`src/sv/mbrot_pkg.sv`:
```
// Package for the escape-time iterator: word types and fixed-point constants.
// No dependencies.
`default_nettype none
package mbrot_pkg;
  localparam int COORD_WIDTH = 32;
  localparam int FRAC_BITS   = COORD_WIDTH - 4;
  localparam int ITER_W      = 12;
  localparam int PROD_W      = 2 * COORD_WIDTH;
  localparam int ACC_W       = PROD_W + 1;
  localparam int STEP_W      = $clog2(COORD_WIDTH);
  localparam int SUM_W       = COORD_WIDTH + 6;

  localparam logic [ITER_W-1:0] MAX_ITER_RESET = ITER_W'(500);
  localparam logic [PROD_W-1:0] ESCAPE_MAG     = PROD_W'(4) << (2 * FRAC_BITS);

  typedef struct packed {
    logic signed [COORD_WIDTH-1:0] c_real;
    logic signed [COORD_WIDTH-1:0] c_imag;
  } in_t;

  typedef struct packed {
    logic                          inside_res;
    logic [ITER_W-1:0]             iterations;
    logic signed [COORD_WIDTH-1:0] z_real;
    logic signed [COORD_WIDTH-1:0] z_imag;
  } out_t;
endpackage
`default_nettype wire

```
`src/sv/mandelbrot_escape_time.sv`:
```
// Mandelbrot escape-time iterator: z = z*z + c in Q4.28 with bit-serial multipliers.
// Depends on mbrot_pkg.
`default_nettype none
// One point at a time. Each round squares z through three radix-2 shift-add
// multipliers, then runs the escape test and, if it goes on, the update; the
// reset limit on steps is 500. A finished result waits in an output register
// while the next point is taken.
module mandelbrot_escape_time import mbrot_pkg::*; (
  input  wire              clk_i,
  input  wire              rst_ni,
  input  wire              in_valid_i,
  output logic             in_ready_o,
  input  in_t              in_data_i,
  output logic             out_valid_o,
  input  wire              out_ready_i,
  output out_t             out_data_o,
  input  wire              cfg_valid_i,
  output logic             cfg_ready_o,
  input  wire [ITER_W-1:0] cfg_data_i
);
  typedef enum logic [2:0] {S_IDLE, S_MUL, S_CHECK, S_UPDATE, S_DONE} state_e;

  state_e                        state_q;
  logic [ITER_W-1:0]             max_iter_q;
  logic [ITER_W-1:0]             count_q;
  logic [STEP_W-1:0]             step_q;
  logic signed [COORD_WIDTH-1:0] x_q, y_q, cr_q, ci_q;
  logic [COORD_WIDTH-1:0]        ax_q, ay_q;
  logic                          sgn_q;
  logic [ACC_W-1:0]              pxx_q, pxy_q, pyy_q;
  logic signed [PROD_W-1:0]      diff_q, xys_q;
  logic                          inside_q;
  logic                          out_valid_q;
  out_t                          out_q;

  function automatic logic [COORD_WIDTH-1:0] mag_of(input logic signed [COORD_WIDTH-1:0] v);
    mag_of = v[COORD_WIDTH-1] ? COORD_WIDTH'(-v) : COORD_WIDTH'(v);
  endfunction

  function automatic logic [ACC_W-1:0] mul_step(input logic [ACC_W-1:0] p,
                                                input logic [COORD_WIDTH-1:0] m);
    logic [COORD_WIDTH:0] sum;
    sum = p[ACC_W-1:COORD_WIDTH] + (p[0] ? {1'b0, m} : '0);
    mul_step = {1'b0, sum, p[COORD_WIDTH-1:1]};
  endfunction

  function automatic logic signed [COORD_WIDTH-1:0] sat(input logic signed [SUM_W-1:0] v);
    logic signed [SUM_W-1:0] hi, lo;
    hi = SUM_W'({1'b0, {(COORD_WIDTH-1){1'b1}}});
    lo = -hi - SUM_W'(1);
    if (v > hi)      sat = hi[COORD_WIDTH-1:0];
    else if (v < lo) sat = lo[COORD_WIDTH-1:0];
    else             sat = v[COORD_WIDTH-1:0];
  endfunction

  logic [PROD_W-1:0]        mag_w;
  logic                     go_on_w;
  logic signed [SUM_W-1:0]  re_w, im_w;
  logic signed [COORD_WIDTH-1:0] nx_w, ny_w;

  always_comb begin
    mag_w   = pxx_q[PROD_W-1:0] + pyy_q[PROD_W-1:0];
    go_on_w = (mag_w <= ESCAPE_MAG) && (count_q < max_iter_q);
    re_w    = SUM_W'(diff_q >>> FRAC_BITS) + SUM_W'(cr_q);
    im_w    = SUM_W'(xys_q >>> (FRAC_BITS - 1)) + SUM_W'(ci_q);
    nx_w    = sat(re_w);
    ny_w    = sat(im_w);
  end

  assign in_ready_o  = (state_q == S_IDLE);
  assign cfg_ready_o = 1'b1;
  assign out_valid_o = out_valid_q;
  assign out_data_o  = out_q;

  always_ff @(posedge clk_i or negedge rst_ni) begin
    if (!rst_ni) begin
      state_q     <= S_IDLE;
      max_iter_q  <= MAX_ITER_RESET;
      out_valid_q <= 1'b0;
      count_q     <= '0;
      step_q      <= '0;
    end else begin
      if (cfg_valid_i) max_iter_q <= cfg_data_i;
      if (out_valid_q && out_ready_i && state_q != S_DONE) out_valid_q <= 1'b0;
      case (state_q)
        S_IDLE: begin
          if (in_valid_i) begin
            cr_q    <= in_data_i.c_real;
            ci_q    <= in_data_i.c_imag;
            x_q     <= in_data_i.c_real;
            y_q     <= in_data_i.c_imag;
            ax_q    <= mag_of(in_data_i.c_real);
            ay_q    <= mag_of(in_data_i.c_imag);
            sgn_q   <= in_data_i.c_real[COORD_WIDTH-1] ^ in_data_i.c_imag[COORD_WIDTH-1];
            pxx_q   <= ACC_W'(mag_of(in_data_i.c_real));
            pxy_q   <= ACC_W'(mag_of(in_data_i.c_real));
            pyy_q   <= ACC_W'(mag_of(in_data_i.c_imag));
            count_q <= '0;
            step_q  <= '0;
            state_q <= S_MUL;
          end
        end
        S_MUL: begin
          pxx_q  <= mul_step(pxx_q, ax_q);
          pxy_q  <= mul_step(pxy_q, ay_q);
          pyy_q  <= mul_step(pyy_q, ay_q);
          step_q <= step_q + STEP_W'(1);
          if (step_q == STEP_W'(COORD_WIDTH - 1)) state_q <= S_CHECK;
        end
        S_CHECK: begin
          diff_q   <= $signed(pxx_q[PROD_W-1:0]) - $signed(pyy_q[PROD_W-1:0]);
          xys_q    <= sgn_q ? -$signed(pxy_q[PROD_W-1:0]) : $signed(pxy_q[PROD_W-1:0]);
          inside_q <= (count_q >= max_iter_q);
          state_q  <= go_on_w ? S_UPDATE : S_DONE;
        end
        S_UPDATE: begin
          x_q     <= nx_w;
          y_q     <= ny_w;
          ax_q    <= mag_of(nx_w);
          ay_q    <= mag_of(ny_w);
          sgn_q   <= nx_w[COORD_WIDTH-1] ^ ny_w[COORD_WIDTH-1];
          pxx_q   <= ACC_W'(mag_of(nx_w));
          pxy_q   <= ACC_W'(mag_of(nx_w));
          pyy_q   <= ACC_W'(mag_of(ny_w));
          count_q <= count_q + ITER_W'(1);
          step_q  <= '0;
          state_q <= S_MUL;
        end
        S_DONE: begin
          if (!out_valid_q || out_ready_i) begin
            out_q.inside_res <= inside_q;
            out_q.iterations <= count_q;
            out_q.z_real     <= x_q;
            out_q.z_imag     <= y_q;
            out_valid_q      <= 1'b1;
            state_q          <= S_IDLE;
          end
        end
        default: state_q <= S_IDLE;
      endcase
    end
  end
endmodule
`default_nettype wire

```
`config.mk`:
```
export PLATFORM = sky130hd
export DESIGN_NAME = mandelbrot_escape_time
export DESIGN_NICKNAME = d
export VERILOG_FILES = /design/src/sv/mbrot_pkg.sv /design/src/sv/mandelbrot_escape_time.sv
export SDC_FILE = /design/constraint.sdc
export NUM_CORES = 2
export LEC_CHECK = 0
export ABC_AREA = 1
export BUFFER_PORTS_ARGS = -buffer_cell sky130_fd_sc_hd__buf_2
export CAP_MARGIN = 20
export CORE_ASPECT_RATIO = 1.75
export CORE_MARGIN = 4
export CORE_UTILIZATION = 45
export DETAILED_ROUTE_END_ITERATION = 10
export PLACE_DENSITY_LB_ADDON = 0.12
export SLEW_MARGIN = 0
export SYNTH_ARGS = -nofsm -noshare
export SYNTH_HDL_FRONTEND = slang
export SYNTH_SLANG_ARGS = --single-unit
```
`constraint.sdc`:
```
create_clock -name clk_i -period 24.4 [get_ports clk_i]
set_input_delay 4.88 -clock clk_i [delete_from_list [all_inputs] [get_ports clk_i]]
set_output_delay 4.88 -clock clk_i [all_outputs]
set_load 0.02 [all_outputs]
```
==> results by group <==
Critical path
  • CP cell instances: buf_2 > inv_1 > ha_1 > inv_1 > nor3_1 > nand2_1 > nor3_1 > inv_1 > nor3_1 > nand2_1 > nand2_1 > o21ai_0 > a21oi_1 > o21ai_0 > xor2_1 > or2_2 > nand3_1
  • Worst r2r dst: pxx_q[24]
  • CP bufs+invs: 4
  • Crit. End Element: flop
  • Cells on worst reg2reg path: 24
  • CP max FO: 4
  • Slowest stage cell, crit path: nor3_1
  • Data arrival time of the worst path: 8.08 ns
  • Reg-to-Reg Start: diff_q[47]
  • Critical Path Start Type: primary input
  • CP required: 24.95 ns
  • Crit-path max cell delay: 0.58 ns
  • R2r setup slk: ~18 ns
  • Critical path class: primary input to flop
  • Crit path max-delay family: simple AND/OR/NAND/NOR gates

Yosys
  • Post-synth cell types: 67
  • Flops & latches, synth: 567
  • Post-synthesis sequential area ratio: 0.379
  • Mapped Cells: 5960
  • Post-synth EDFFs: 534
  • Synth Cell Area: 44500 µm²
  • Share of flip-flops with an asynchronous set or reset: 0.0582
  • Main synth FF type: edfxtp_1
  • Avg Cell Area, Syn: roughly 7.5 µm²
  • Warnings, synthesis: 0
  • Post-Syn Nets: 6361

Floorplan
  • Cell row count: 152
  • Core Area: 98100 µm²
  • Die span in x: between 200 and 250 µm
  • Die height: 424 µm
  • Io pins: 161
  • Die ar.: 104000 µm²
  • Starting utilization of the core area: 0.453

Layout
  • Layout area overhead: 9.06%
  • Final Core Density: 0.495
  • Diode count: 0
  • Net count, final: roughly 6500
  • Share of layout cells above drive strength 1: 0.0669

Timing
  • RSZ-0062 raised after global routing: no
  • Fin crit share: 0.309
  • Hold Fails Final Rpt: 0
  • Highest Clock Rate: ~130 MHz
  • Worst-margin pin slew: 1.20 ns
  • Setup TNS Final: 0 ns
  • Skew final: 0.0652 ns
  • Final worst setup slack: around 17 ns
  • Final max-slew violation count: 0
  • Tmin final: 7.54 ns
  • Final setup viols: 0
  • Max-slew headroom: 0.193

Global routing
  • Global route overflow: 0
  • Initial antenna violation count: 8
  • First-pass GRT wire length: 271 mm
  • Largest net degree at the start of global routing: 136
  • Vias in the first global route: 42200
  • GRT Total Usage: 0.356

CTS
  • CTS sink cnt: 567
  • Number of gates resized after cts: 0
  • H-Tree Depth: 2
  • Clk Latency, worst-skew pair: 0.69 ns
  • Number of CTS-inserted buffers: 56
  • Clock Tree Buf Depth: 3
  • CTS root buf: clkbuf_16
  • CTS tree: done
  • Clock slew at reported path FFs: about 0.070 ns
  • Hold_buf cts: 0
  • Post-CTS setup repair buffer count: 0

Detailed routing
  • Pre-Repair DR Iteration Count: 6
  • DR vias: 41600
  • Via density: 5.61
  • DRC Markers: 0
  • 1st-iter DRT viols: 2946
  • ANT nets after route: 0
  • Routed len/inst: 25.4 µm
  • Final WL: 189 mm

Power
  • Cell Pwr Density: 149 nW/µm²
  • Leakage power: 0.0222 µW
  • VDD IR max: 97.3 µV

Worst hold path
  • Worst Hold End: out_data_o[44]
  • Cells on Worst Hold Path: 0
  • Min-delay src: x_q[12]
  • Hold crit path type: flop to flop

Place
  • DP HPWL: 153 mm
  • GPL Wtd Cong: 1.06
  • Port-buffer cells: 159
  • Pre-CTS WS: between 15 and 20 ns

Run
  • # Max-Cap Violations: 0

Status
  • Status: complete, no violations
cells in the mapped netlist, types with 8 or more instances:
| master | instances | area share |
|---|---|---|
| ha_1 | 314 | 0.088 |
| xnor2_1 | 57 | 0.011 |
| o21ai_1 | 26 | 0.0029 |
| nor2_1 | 633 | 0.053 |
| o21a_1 | 27 | 0.0046 |
| clkbuf_1 | 113 | 0.0095 |
| nand2_2 | 30 | 0.0042 |
| edfxtp_1 | 534 | 0.36 |
| nand3_1 | 309 | 0.035 |
| o211ai_1 | 20 | 0.0034 |
| nand3b_1 | 8 | 0.0013 |
| o21ai_0 | 354 | 0.040 |
| buf_6 | 8 | 0.0020 |
| a21boi_0 | 12 | 0.0020 |
| o221ai_1 | 18 | 0.0035 |
| inv_1 | 879 | 0.074 |
| nand3_2 | 14 | 0.0031 |
| nand4_1 | 62 | 0.0087 |
| nor2_4 | 8 | 0.0020 |
| nand2_1 | 1426 | 0.12 |
| inv_2 | 17 | 0.0014 |
| a211oi_1 | 8 | 0.0013 |
| dfrtp_1 | 27 | 0.015 |
| nor4_1 | 34 | 0.0048 |
| o21bai_1 | 37 | 0.0062 |
| nor3_1 | 99 | 0.011 |
| nor2_2 | 9 | 0.0013 |
| a21o_1 | 22 | 0.0037 |
| o31ai_1 | 10 | 0.0017 |
| or2_2 | 19 | 0.0027 |
| a31oi_1 | 56 | 0.0079 |
| xor2_1 | 197 | 0.039 |
| a21oi_1 | 480 | 0.054 |
cell usage in the layout, fill, tap and decap left out, types with 97 or more instances in the layout:
| master | synthesis | final |
|---|---|---|
| a21oi_1 | 480 | 479 |
| nor2_1 | 633 | 628 |
| o21ai_0 | 354 | 352 |
| nor3_1 | 99 | 97 |
| nand2_1 | 1426 | 1426 |
| xor2_1 | 197 | 197 |
| inv_1 | 879 | 877 |
| ha_1 | 314 | 314 |
| edfxtp_1 | 534 | 534 |
| nand3_1 | 309 | 309 |
| buf_2 | 4 | 159 |
worst max path at each step:
stage / start / to / depth (start not counted)
2_1_floorplan: in_valid_i / pxx_q[0] / 4
3_3_place_gp: rst_ni / ax_q[24] / 4
3_5_place_dp: rst_ni / ax_q[24] / 4
4_1_cts: rst_ni / ax_q[24] / 4
5_1_grt: in_data_i[33] / pxx_q[29] / 19
6_report: in_data_i[0] / pyy_q[30] / 17
worst reg2reg max path: cells and delay by family (launching register included):
| family | cells | cell delay [ns] |
|---|---|---|
| AOI/OAI and AO/OA | 3 | 0.84 |
| adders and majority gates | 2 | 0.64 |
| buffers and inverters | 3 | 0.90 |
| DFF | 1 | 0.56 |
| and+or+nand+nor | 16 | 2.90 |
state kept, by name, indices dropped and copies added, names as in the netlist:
| register | flops |
|---|---|
| step_q | 5 |
| inside_q | 1 |
| cr_q | 32 |
| x_q | 32 |
| xys_q | 37 |
| y_q | 32 |
| sgn_q | 1 |
| ax_q | 31 |
| pyy_q | 64 |
| ay_q | 31 |
| diff_q | 36 |
| pxx_q | 64 |
| max_iter_q | 12 |
| ci_q | 32 |
| pxy_q | 64 |
| count_q | 12 |
| state_q | 3 |
| out_valid_o | 1 |
| out_data_o | 77 |
report_power, final:
part | total [µW] | internal (µW) | switching (µW)
Sequential | 1850 | 1520 | 326
Clock | 925 | 503 | 422
Combinational | 4440 | 1260 | 3190
area by class of cell:
cell class / count / area, µm²
Clock buffer: 72 / 1570
Clock inverter: 32 / 337
Fill cell: 10100 / 49600
Inverter: 901 / 3380
Multi-Input combinational cell: 4354 / 23700
Sequential cell: 567 / 16900
Tap cell: 1309 / 1640
Timing Repair Buffer: 189 / 1030
cell families after synthesis:
kind of cell    after synthesis  share of synthesized area
compound gates             1106                      0.138
xor+xnor                    254                     0.0500
fa+ha+maj                   320                     0.0910
buf+inv                    1039                     0.0896
flops                       567                      0.379
mux                           2                   0.000478
other cells                   1                  0.0000843
simple gates               2671                      0.251
per-stage QoR:
| step | instances | hold WS [ns] | area (µm²) | power [µW] |
|---|---|---|---|---|
| 4_1_cts | 7422 | 0.413 | 48500 | 7120 |
| 3_3_place_gp | 7317 | 0.403 | 46600 | 6170 |
| 2_1_floorplan | 5960 | 0.400 | 44500 | 4610 |
| 3_5_place_dp | 7318 | 0.405 | 46600 | 6180 |
| 6_report | 7424 | 0.418 | 48500 | 7220 |
| 5_1_grt | 7424 | 0.410 | 48500 | 7670 |
routing by layer:
layer / vias to the layer above / track usage / part of all wire
li1: 20000 / - / -
met1: 19500 / 0.331 / 0.32
met2: 1432 / 0.640 / 0.50
met3: 668 / 0.0587 / 0.050
met4: 8 / 0.353 / 0.13
met5: - / 0 / 0.00029
(Power assumes the default switching activity.)
